## src/rtl/mcpt_pkg.sv

```systemverilog
// Shared constants and types for the MIDI clock position and tempo core.
// No dependencies.
`default_nettype none
package mcpt_pkg;

    localparam int unsigned CLOCKS_PER_SIXTEENTH = 6;
    localparam int unsigned SIXTEENTHS_PER_BEAT  = 4;
    localparam int unsigned BEATS_IN_BAR_DEFAULT = 4;

    localparam int unsigned TIME_W  = 32;
    localparam int unsigned BAR_W   = 26;
    localparam int unsigned IDX_W   = 2;
    localparam int unsigned TEMPO_W = 15;
    localparam int unsigned NUM_W   = 25;
    localparam int unsigned OUT_W   = 80;

    localparam logic [NUM_W-1:0]   TEMPO_NUMERATOR    = NUM_W'(25000000);
    localparam logic [TEMPO_W-1:0] TEMPO_MAX          = '1;
    localparam logic [TIME_W-1:0]  MIN_INTERVAL_RESET = TIME_W'(1000);

    localparam logic OP_TICK  = 1'b0;
    localparam logic OP_START = 1'b1;

    typedef struct packed {
        logic [TIME_W-1:0] total;
        logic [BAR_W-1:0]  bar;
        logic [IDX_W-1:0]  beat;
        logic [IDX_W-1:0]  sixteenth;
        logic              boundary;
    } pos_t;

endpackage
`default_nettype wire

```

## src/rtl/midi_clock_position_tempo_core.sv

```systemverilog
// A start or a noise tick goes from ST_IDLE to ST_EMIT and then into the output
// register; a tick that updates the tempo first waits in ST_DIV for the bit-serial
// divider (25 quotient bits). Only one item is in flight at a time: s_tready is high
// only in ST_IDLE, and ST_EMIT waits for m_tready before the result is registered.
// Reset (aresetn low, synchronous) clears count, position, tempo, last timestamp,
// and sets min_interval_us to 1000. Depends on mcpt_pkg, mcpt_position, mcpt_divider.
`default_nettype none
module midi_clock_position_tempo_core
    import mcpt_pkg::*;
#(
    parameter int unsigned BEATS_IN_BAR = BEATS_IN_BAR_DEFAULT
) (
    input  wire logic              aclk,
    input  wire logic              aresetn,
    input  wire logic              s_tvalid,
    output logic                   s_tready,
    input  wire logic [TIME_W-1:0] s_tdata,   // [31:0] timestamp_us
    input  wire logic              s_tuser,   // [0] operation
    output logic                   m_tvalid,
    input  wire logic              m_tready,
    output logic [OUT_W-1:0]       m_tdata,   // [31:0] clock_total, [57:32] bar_index,
                                              // [59:58] beat_index, [61:60] sixteenth_index,
                                              // [76:62] tempo_tenths, [77] beat_boundary
    input  wire logic              cfg_valid,
    output logic                   cfg_ready,
    input  wire logic [TIME_W-1:0] cfg_data
);

    typedef enum logic [1:0] {
        ST_IDLE,
        ST_DIV,
        ST_EMIT
    } state_t;

    state_t              state_reg;
    logic [TIME_W-1:0]   min_reg;
    logic [TIME_W-1:0]   last_reg;
    logic [TEMPO_W-1:0]  tempo_reg;
    logic                start_res_reg;
    logic                m_tvalid_reg;
    logic [OUT_W-1:0]    m_tdata_reg;

    logic                accept;
    logic                is_start;
    logic [TIME_W-1:0]   interval;
    logic                measure;
    logic                div_done;
    logic [NUM_W-1:0]    div_q;
    logic [TEMPO_W-1:0]  tempo_next;
    logic                out_free;
    pos_t                pos;
    logic                bound_out;

    assign s_tready  = state_reg == ST_IDLE;
    assign cfg_ready = 1'b1;
    assign accept    = s_tvalid && s_tready;
    assign is_start  = s_tuser == OP_START;
    assign interval  = s_tdata - last_reg;
    assign measure   = accept && !is_start && (interval > min_reg);
    assign out_free  = !m_tvalid_reg || m_tready;
    assign bound_out = pos.boundary && !start_res_reg;

    always_comb begin
        if (div_q > NUM_W'(TEMPO_MAX)) begin
            tempo_next = TEMPO_MAX;
        end else begin
            tempo_next = div_q[TEMPO_W-1:0];
        end
    end

    mcpt_position #(
        .BEATS_IN_BAR(BEATS_IN_BAR)
    ) u_position (
        .aclk    (aclk),
        .aresetn (aresetn),
        .tick    (accept && !is_start),
        .clear   (accept && is_start),
        .pos     (pos)
    );

    mcpt_divider u_divider (
        .aclk     (aclk),
        .aresetn  (aresetn),
        .start    (measure),
        .divisor  (interval),
        .done     (div_done),
        .quotient (div_q)
    );

    always_ff @(posedge aclk) begin
        if (!aresetn) begin
            state_reg     <= ST_IDLE;
            min_reg       <= MIN_INTERVAL_RESET;
            last_reg      <= '0;
            tempo_reg     <= '0;
            start_res_reg <= 1'b0;
            m_tvalid_reg  <= 1'b0;
            m_tdata_reg   <= '0;
        end else begin
            if (cfg_valid) begin
                min_reg <= cfg_data;
            end
            if (state_reg == ST_EMIT && out_free) begin
                m_tvalid_reg <= 1'b1;
                m_tdata_reg  <= {2'b00, bound_out, tempo_reg, pos.sixteenth, pos.beat,
                                 pos.bar, pos.total};
            end else if (m_tready) begin
                m_tvalid_reg <= 1'b0;
            end
            unique case (state_reg)
                ST_IDLE: begin
                    if (accept) begin
                        start_res_reg <= is_start;
                        if (is_start) begin
                            tempo_reg <= '0;
                            state_reg <= ST_EMIT;
                        end else begin
                            last_reg  <= s_tdata;
                            state_reg <= measure ? ST_DIV : ST_EMIT;
                        end
                    end
                end
                ST_DIV: begin
                    if (div_done) begin
                        tempo_reg <= tempo_next;
                        state_reg <= ST_EMIT;
                    end
                end
                ST_EMIT: begin
                    if (out_free) begin
                        state_reg <= ST_IDLE;
                    end
                end
                default: state_reg <= ST_IDLE;
            endcase
        end
    end

    assign m_tvalid = m_tvalid_reg;
    assign m_tdata  = m_tdata_reg;

endmodule
`default_nettype wire

```

## src/rtl/mcpt_divider.sv

```systemverilog
// Bit-serial restoring divider: tempo numerator over a 32-bit interval,
// one quotient bit per cycle. Depends on mcpt_pkg.
`default_nettype none
module mcpt_divider
    import mcpt_pkg::*;
(
    input  wire logic              aclk,
    input  wire logic              aresetn,
    input  wire logic              start,
    input  wire logic [TIME_W-1:0] divisor,
    output logic                   done,
    output logic [NUM_W-1:0]       quotient
);

    localparam int unsigned CNT_W = $clog2(NUM_W);

    logic              busy_reg;
    logic              done_reg;
    logic [CNT_W-1:0]  cnt_reg;
    logic [NUM_W-1:0]  num_reg;
    logic [NUM_W-1:0]  quo_reg;
    logic [TIME_W-1:0] rem_reg;
    logic [TIME_W-1:0] div_reg;

    logic [TIME_W:0]   trial;
    logic [TIME_W:0]   diff;
    logic              ge;
    logic [TIME_W-1:0] rem_next;

    always_comb begin
        trial    = {rem_reg, num_reg[NUM_W-1]};
        diff     = trial - {1'b0, div_reg};
        ge       = trial >= {1'b0, div_reg};
        rem_next = ge ? diff[TIME_W-1:0] : trial[TIME_W-1:0];
    end

    always_ff @(posedge aclk) begin
        if (!aresetn) begin
            busy_reg <= 1'b0;
            done_reg <= 1'b0;
            cnt_reg  <= '0;
        end else begin
            done_reg <= !start && busy_reg && (cnt_reg == CNT_W'(NUM_W - 1));
            if (start) begin
                busy_reg <= 1'b1;
                cnt_reg  <= '0;
            end else if (busy_reg) begin
                if (cnt_reg == CNT_W'(NUM_W - 1)) begin
                    busy_reg <= 1'b0;
                end
                cnt_reg <= cnt_reg + CNT_W'(1);
            end
        end
    end

    always_ff @(posedge aclk) begin
        if (start) begin
            num_reg <= TEMPO_NUMERATOR;
            quo_reg <= '0;
            rem_reg <= '0;
            div_reg <= divisor;
        end else if (busy_reg) begin
            num_reg <= {num_reg[NUM_W-2:0], 1'b0};
            quo_reg <= {quo_reg[NUM_W-2:0], ge};
            rem_reg <= rem_next;
        end
    end

    assign done     = done_reg;
    assign quotient = quo_reg;

endmodule
`default_nettype wire

```

## src/rtl/mcpt_position.sv

```systemverilog
// Song position counters: total clocks, bar, beat and sixteenth, advanced
// one tick at a time and cleared on start. Depends on mcpt_pkg.
`default_nettype none
module mcpt_position
    import mcpt_pkg::*;
#(
    parameter int unsigned BEATS_IN_BAR = BEATS_IN_BAR_DEFAULT
) (
    input  wire logic aclk,
    input  wire logic aresetn,
    input  wire logic tick,
    input  wire logic clear,
    output pos_t      pos
);

    localparam int unsigned BEAT_W = (BEATS_IN_BAR > 1) ? $clog2(BEATS_IN_BAR) : 1;
    localparam int unsigned SUB_W  = $clog2(CLOCKS_PER_SIXTEENTH);

    logic [TIME_W-1:0] total_reg;
    logic [BAR_W-1:0]  bar_reg;
    logic [BEAT_W-1:0] beat_reg;
    logic [IDX_W-1:0]  six_reg;
    logic [SUB_W-1:0]  sub_reg;

    logic              sub_wrap;
    logic              six_wrap;
    logic              beat_wrap;
    logic [BEAT_W+1:0] beat_ext;

    always_comb begin
        sub_wrap  = sub_reg == SUB_W'(CLOCKS_PER_SIXTEENTH - 1);
        six_wrap  = six_reg == IDX_W'(SIXTEENTHS_PER_BEAT - 1);
        beat_wrap = beat_reg == BEAT_W'(BEATS_IN_BAR - 1);
    end

    always_ff @(posedge aclk) begin
        if (!aresetn || clear) begin
            total_reg <= '0;
            bar_reg   <= '0;
            beat_reg  <= '0;
            six_reg   <= '0;
            sub_reg   <= '0;
        end else if (tick) begin
            total_reg <= total_reg + TIME_W'(1);
            if (&total_reg) begin
                bar_reg  <= '0;
                beat_reg <= '0;
                six_reg  <= '0;
                sub_reg  <= '0;
            end else if (sub_wrap) begin
                sub_reg <= '0;
                if (six_wrap) begin
                    six_reg <= '0;
                    if (beat_wrap) begin
                        beat_reg <= '0;
                        bar_reg  <= bar_reg + BAR_W'(1);
                    end else begin
                        beat_reg <= beat_reg + BEAT_W'(1);
                    end
                end else begin
                    six_reg <= six_reg + IDX_W'(1);
                end
            end else begin
                sub_reg <= sub_reg + SUB_W'(1);
            end
        end
    end

    assign beat_ext = {2'b00, beat_reg};

    always_comb begin
        pos.total     = total_reg;
        pos.bar       = bar_reg;
        pos.beat      = beat_ext[IDX_W-1:0];
        pos.sixteenth = six_reg;
        pos.boundary  = (sub_reg == '0) && (six_reg == '0);
    end

endmodule
`default_nettype wire
```

## config.mk

```make
export PLATFORM = sky130hd
export DESIGN_NAME = midi_clock_position_tempo_core
export DESIGN_NICKNAME = d
export VERILOG_FILES = /design/src/rtl/mcpt_pkg.sv /design/src/rtl/midi_clock_position_tempo_core.sv /design/src/rtl/mcpt_divider.sv /design/src/rtl/mcpt_position.sv
export SDC_FILE = /design/constraint.sdc
export NUM_CORES = 1
export LEC_CHECK = 0
export ABC_AREA = 0
export BUFFER_PORTS_ARGS = -buffer_cell sky130_fd_sc_hd__buf_2
export CAP_MARGIN = 40
export CORE_MARGIN = 2
export CORE_UTILIZATION = 35
export CTS_BUF_LIST = sky130_fd_sc_hd__clkbuf_2
export CTS_CLUSTER_SIZE = 40
export DETAILED_ROUTE_END_ITERATION = 6
export GPL_ROUTABILITY_DRIVEN = 0
export PLACE_DENSITY = 0.52
export SETUP_SLACK_MARGIN = 0.02
export SKIP_CTS_REPAIR_TIMING = 1
export SLEW_MARGIN = 40
export SYNTH_ARGS = -nofsm -noshare
export SYNTH_HDL_FRONTEND = slang
export SYNTH_SLANG_ARGS = --single-unit
```

## constraint.sdc

```tcl
create_clock -name aclk -period 7.6 [get_ports aclk]
set_input_delay 1.14 -clock aclk [delete_from_list [all_inputs] [get_ports aclk]]
set_output_delay 1.14 -clock aclk [all_outputs]
set_load 0.01 [all_outputs]
```

* Word level (Yosys, flattened, before mapping) *
Index checks and enable logic that the tools add are counted.

word-level totals
  memory bits (writable) = 0
  bits in latches = 0
  memory bits (read-only) = 0
  memories kept = 0
  word-level logic and storage cells = 105
  output and inout port bits = 83
  bits of input ports = 70
  register bits after elaboration = 341

operators by class
  reduce and logical (&&, ||, !) cells = 33
  eq/ne operators = 10
  shift-type cells = 0
  multipliers = 0
  bitwise logic cells = 2
  $add $sub $neg = 8
  magnitude comparators = 3
  mux-type cells = 30
  div/mod/pow operators = 0

operators with widths
  operator                                               number
  2-to-1 mux 26 bit                                      4
  subtractor 32 bit                                      2
  2-to-1 mux 15 bit                                      4
  greater-or-equal comparator 33 x 32 -> 1 bit           1
  adder 32 x 1 -> 32 bit, second input constant          1
  > comparator 32 bit                                    1
  2-to-1 mux 32 bit                                      1
  AND reduction 32 bit                                   1
  case mux 15 bit (2 select lines)                       1
  adder 26 x 1 -> 26 bit, second input constant          1
  > comparator 25 x 15 -> 1 bit, second input constant   1
  2-to-1 mux 2 bit                                       12
  nonzero test 2 bit                                     5
  logical AND 1 bit                                      9
  AND reduction 3 bit                                    3
  AND reduction 4 bit                                    2
  == test 2 bit, second input constant                   3
  2-to-1 mux 3 bit                                       2
  inequality test 2 x 1 -> 1 bit, second input constant  3
  case mux 2 bit (3 select lines)                        1
  adder 5 x 1 -> 5 bit, second input constant            1
  == test 5 bit, second input constant                   1
  logical NOT 1 bit                                      5
  2-to-1 mux 1 bit                                       5
  11 further kinds                                       16

* Depth between registers and ports, before layout *
  depth in word-level cells = 8
  mapped depth = 22
  depth with buffers taken out = 20

* Hierarchy *
Synthesis repeated with hierarchy kept, for this count alone.

second synthesis, totals
  cell total of the unflattened synthesis = 2162
  area total of the unflattened synthesis = 17925.9 sq um

by module, submodules not included
  module                          instances  cells each  area an instance (sq um)  sequential area each (sq um)
  midi_clock_position_tempo_core  1          1084        8355.5                    3223.1
  mcpt_divider                    1          682         6256.0                    2622.5
  mcpt_position                   1          396         3314.4                    1301.2

* Least setup slack after synthesis *
Ideal clock, no wire load.

  path kind = in2reg
  start point = in s_tdata[0]
  end point = reg u_divider.div_reg[0] (enable)
  library setup time = 0.409 ns
  slack = 1.462 ns
  data required time = 7.191 ns
  stages on the path = 20
  data arrival time = 5.729 ns
  path buffers = 2
  cells stage by stage = inv_1 ha_1 fa_1 nor2b_1 o2111ai_1 a31oi_1 o21ai_0 a41o_1 a21oi_1 a41oi_1 xnor2_1 ha_1 nand4_1 nor4bb_1 nand2_1 a21oi_1 nor3_1 a211oi_1 clkbuf_1 clkbuf_1

between the ends
  word-level cells in the longest chain between the ends = 3

ends and longest elaborated chain
  element                 line                                  text
  start: declaration      midi_clock_position_tempo_core.sv:17  input wire logic [TIME_W-1:0] s_tdata,
  subtractor 32 bit       midi_clock_position_tempo_core.sv:58  assign interval = s_tdata - last_reg;
  net interval[30]        midi_clock_position_tempo_core.sv:45  logic [TIME_W-1:0] interval;
  > comparator 32 bit     midi_clock_position_tempo_core.sv:59  assign measure = accept && !is_start && (interval > min_reg);
  logical AND 1 bit       midi_clock_position_tempo_core.sv:59
  net measure             midi_clock_position_tempo_core.sv:46  logic measure;
  end signal: assignment  mcpt_divider.sv:61                    div_reg <= divisor;
  end: declaration        mcpt_divider.sv:23                    logic [TIME_W-1:0] div_reg;

The timed path passes the listed nets, and every way through them passes these cells.
A chain may end at the register's enable or synchronous reset.

* Worst setup path in the final report *
  start point = reg last_reg[1]
  end point = reg u_divider.busy_reg

between the ends
  word-level cells in the longest chain between the ends = 4

ends and longest elaborated chain
  element                   line                                   text
  start: declaration        midi_clock_position_tempo_core.sv:37   logic [TIME_W-1:0] last_reg;
  start signal: assignment  midi_clock_position_tempo_core.sv:118  last_reg <= s_tdata;
  subtractor 32 bit         midi_clock_position_tempo_core.sv:58
  net interval[27]          midi_clock_position_tempo_core.sv:45
  > comparator 32 bit       midi_clock_position_tempo_core.sv:59
  logical AND 1 bit         midi_clock_position_tempo_core.sv:59
  2-to-1 mux 1 bit          mcpt_divider.sv:44                     if (start) begin
  end signal: assignment    mcpt_divider.sv:39                     busy_reg <= 1'b0;
  end signal: assignment    mcpt_divider.sv:45                     busy_reg <= 1'b1;
  end signal: assignment    mcpt_divider.sv:49                     busy_reg <= 1'b0;
  end: declaration          mcpt_divider.sv:17                     logic busy_reg;

The timed path passes the listed nets, and every way through them passes these cells.

==> summary.txt <==
Run status
  – Status: complete, no violations

STA
  – # setup viols final: 0
  – Final period util: 66.7%
  – Final TNS setup: 0 ns
  – Final slew viol count: 0
  – Setup repair after global routing missed its margin: false
  – Skew final: 0.0757 ns
  – Relative slew slack: 48.3%
  – Period minus WS final: 5.07 ns
  – Highest clock rate: 197 MHz
  – Final count of hold timing violations: 0
  – Worst-margin pin slew: 0.775 ns

Final layout
  – Area delta synth->final: 12.2%
  – Max reg flops: 78
  – Share of cells above drive strength 1: 14.8%
  – Nets@finish: 2400
  – Final-layout fill cell count: 5246
  – Post-route cell area: 19800 um2
  – Final Util: 39.7%

Worst setup path
  – WP buf/inv: 3
  – Cells along the critical path: inv_1, ha_1, nor2b_1, o31a_1, o311ai_1, a31oi_1, o31ai_1, and2_1, o21ai_1, xor2_1, ha_1, nand4_1, nor4bb_1, nand2_1, a21oi_1, nor3_1, a211oi_4, buf_6, buf_4, a21oi_1, nor2b_1
  – WP data arrival: 6.06 ns
  – CP max-delay cell: o311ai_1
  – WS Path Type: reg2reg
  – Crit path max-delay family: compound AO/OA/AOI/OAI gates
  – Peak per-stage delay on the critical path: 0.47 ns
  – CP required: 8.59 ns
  – Crit Path Max Fanout: 25
  – CP Capture Type: flop
  – Crit path launch type: flop

Drt
  – ANT nets after route: 0
  – Routed vias: 14.7k
  – Final WL: 44800 um
  – Wire length per cell: 15.1 um
  – DRT Pass-1 Iters: 5
  – Vias/cell: 4.95
  – DR DRC count: 0
  – Starting DRT DRC Count: 595

Logic synthesis
  – Share of async-settable or async-resettable flops after synthesis: 0%
  – Number of distinct library cells after synthesis: 78
  – Post-Syn Area per Cell: 8.53 um2
  – Post-synth top flop: dfxtp_1
  – Synth Instances: 2072
  – Synthesized area: 17700 um2
  – Number of synthesized flops with an enable pin: 32
  – #FFs+latches synth: 341
  – Post-synthesis sequential area ratio: 40.4%
  – Yosys warnings: 0

Floorplanning
  – I/O Pins: 153
  – Initial Util: 35.4%
  – Core footprint: 50000 um2
  – Die height: 229 um
  – Cell Rows: 82
  – Die Wd: 229 um
  – Die area: 52300 um2

Clock network
  – CTS max path bufs: 3
  – CTS Buf Count: 92
  – Root buffer selected by CTS: clkbuf_2
  – CTS clk-pin slew, worst paths: 0.13 ns
  – CTS tree: done
  – H-tree Lvls: 3
  – Clock Sink Count: 341
  – Clk Latency, worst-skew pair: 1.06 ns

GRT
  – Vias in the first global route: 14.4k
  – Total GRT Usage: 17.1%
  – First-pass GRT wire length: 73500 um
  – Initial antenna violation count: 6
  – Largest net degree at the start of global routing: 97
  – GRT Residual Overflow: 0

Hold path
  – Hold WC Path Type: in2reg

Placement
  – Post-DP HPWL: 32300 um
  – IO buf count: 149
  – Dpl cell area: 19000 um2

Power and ir drop
  – Maximum vdd drop: 110 uV
  – PD cells: 260 nW/um2
  – Pleak: 8.10 nW

Run
  – Maxcap violations: 0
[area by class of cell]
type	count	area [um2]	share of cell area (%)
diodes	3	7.51	0.0378
clock buffers	144	721	3.63
clock inverters	17	81.3	0.410
inverters	135	507	2.55
multi-input cells	1490	9610	48.4
flip-flops and latches	341	7150	36.0
well taps	672	841	4.24
repair buffers	166	922	4.65
[worst register-to-register path: stages (launching register included)]
cell and delay, ns:
dfxtp_1 0.40, inv_1 0.06, ha_1 0.26, nor2b_1 0.14
o31a_1 0.29, o311ai_1 0.47, a31oi_1 0.24, o31ai_1 0.32
and2_1 0.21, o21ai_1 0.11, xor2_1 0.17, ha_1 0.34
nand4_1 0.15, nor4bb_1 0.39, nand2_1 0.12, a21oi_1 0.15
nor3_1 0.09, a211oi_4 0.46, buf_6 0.21, buf_4 0.28
a21oi_1 0.07, nor2b_1 0.12
[per-stage QoR]
stage | hold slack [ns] | instances | power [mW] | setup WS (ns)
2_1_floorplan | 0.430 | 2073 | 3.52 | 1.46
3_3_place_gp | 0.438 | 2802 | 3.86 | 1.45
3_5_place_dp | 0.442 | 2803 | 3.90 | 1.35
4_1_cts | 0.167 | 2964 | 5.23 | 2.29
5_1_grt | 0.241 | 2968 | 5.55 | 1.94
6_report | 0.324 | 2968 | 5.15 | 2.53
[Yosys cell counts, types with 4 or more instances]
cell type  number  area, um2
mux2i_1        83        831
inv_1         135        507
a211o_1        17        149
a21boi_0      131        983
nor3b_1         7       52.6
clkbuf_1       78        293
nand3_1        44        220
nand4_1        34        213
and4_1         12        105
nor2b_1        39        244
buf_4           4       30.0
nand2_1       322       1210
or3_1           7       43.8
o21bai_1        8       60.1
a21o_1         18        135
o211ai_1       19        143
a211oi_1       30        225
nand3b_1        4       30.0
nor2_1        183        687
ha_1          102       1280
xor2_1         53        464
and2_1         24        150
buf_2          17       85.1
nor4_1         10       62.6
mux2_2          4       45.0
dfxtp_1       309       6190
o21ai_0        55        275
and3_1         12       75.1
nand2b_1       18        113
a31oi_1         5       31.3
or4_1           5       37.5
buf_1           4       15.0
xnor2_1        43        377
o21a_1         11       82.6
edfxtp_1       32        961
a21oi_1        93        465
nor3_1         27        135
[placed cells by master, fill, tap and decap left out, drive strengths merged, types with 7 or more instances in the layout]
master,count
inv,137
o21bai,8
xor2,53
nand4,34
a21o,18
o211ai,20
nor2,183
nor2b,39
nor4,10
and4,12
nor3b,8
mux2i,83
nand2,322
ha,102
buf,166
dfxtp,309
nand2b,18
a21oi,93
clkinv,14
a211oi,30
o21ai,57
and3,12
nor3,27
or3,7
clkbuf,144
edfxtp,32
xnor2,43
nand3,44
and2,24
a21boi,131
a211o,17
o21a,11
[per-layer routing]
metal / part of all wire, % / vias up / track usage (%)
met5: 0.011 / - / 0
met4: 2.0 / 2 / 6.64
met3: 4.1 / 67 / 3.63
met2: 46 / 235 / 27.7
met1: 48 / 6918 / 22.3
li1: - / 7482 / -
[final timing paths]
check	start	endpoint	slack (ns)	cells past startpoint
setup reg to reg	last_reg[1]$_SDFFE_PN0P_	u_divider.busy_reg$_SDFF_PN0_	2.53	21
hold reg to reg	u_divider.num_reg[6]$_SDFFE_PP1P_	u_divider.num_reg[6]$_SDFFE_PP1P_	0.46	1
setup / recovery	last_reg[1]$_SDFFE_PN0P_	u_divider.busy_reg$_SDFF_PN0_	2.53	21
hold / removal	cfg_data[8]	min_reg[8]$_SDFFE_PN1P_	0.32	3
[cells by family after synthesis]
logic type / after synthesis / synth area share, %
adders and majority gates: 104 / 7.44
other: 2 / 0.0425
and+or+nand+nor: 762 / 19.8
DFF: 341 / 40.4
AOI/OAI and AO/OA: 438 / 17.1
muxes: 87 / 4.95
buffers and inverters: 242 / 5.48
xor gates and xnor gates: 96 / 4.75
[report_power, final]
group	switching (mW)	total (mW)	internal, mW
combinational	1.02	1.75	0.721
clock	0.782	1.28	0.499
sequential	0.120	2.13	2.01
Power figures use the tool's default switching activity.
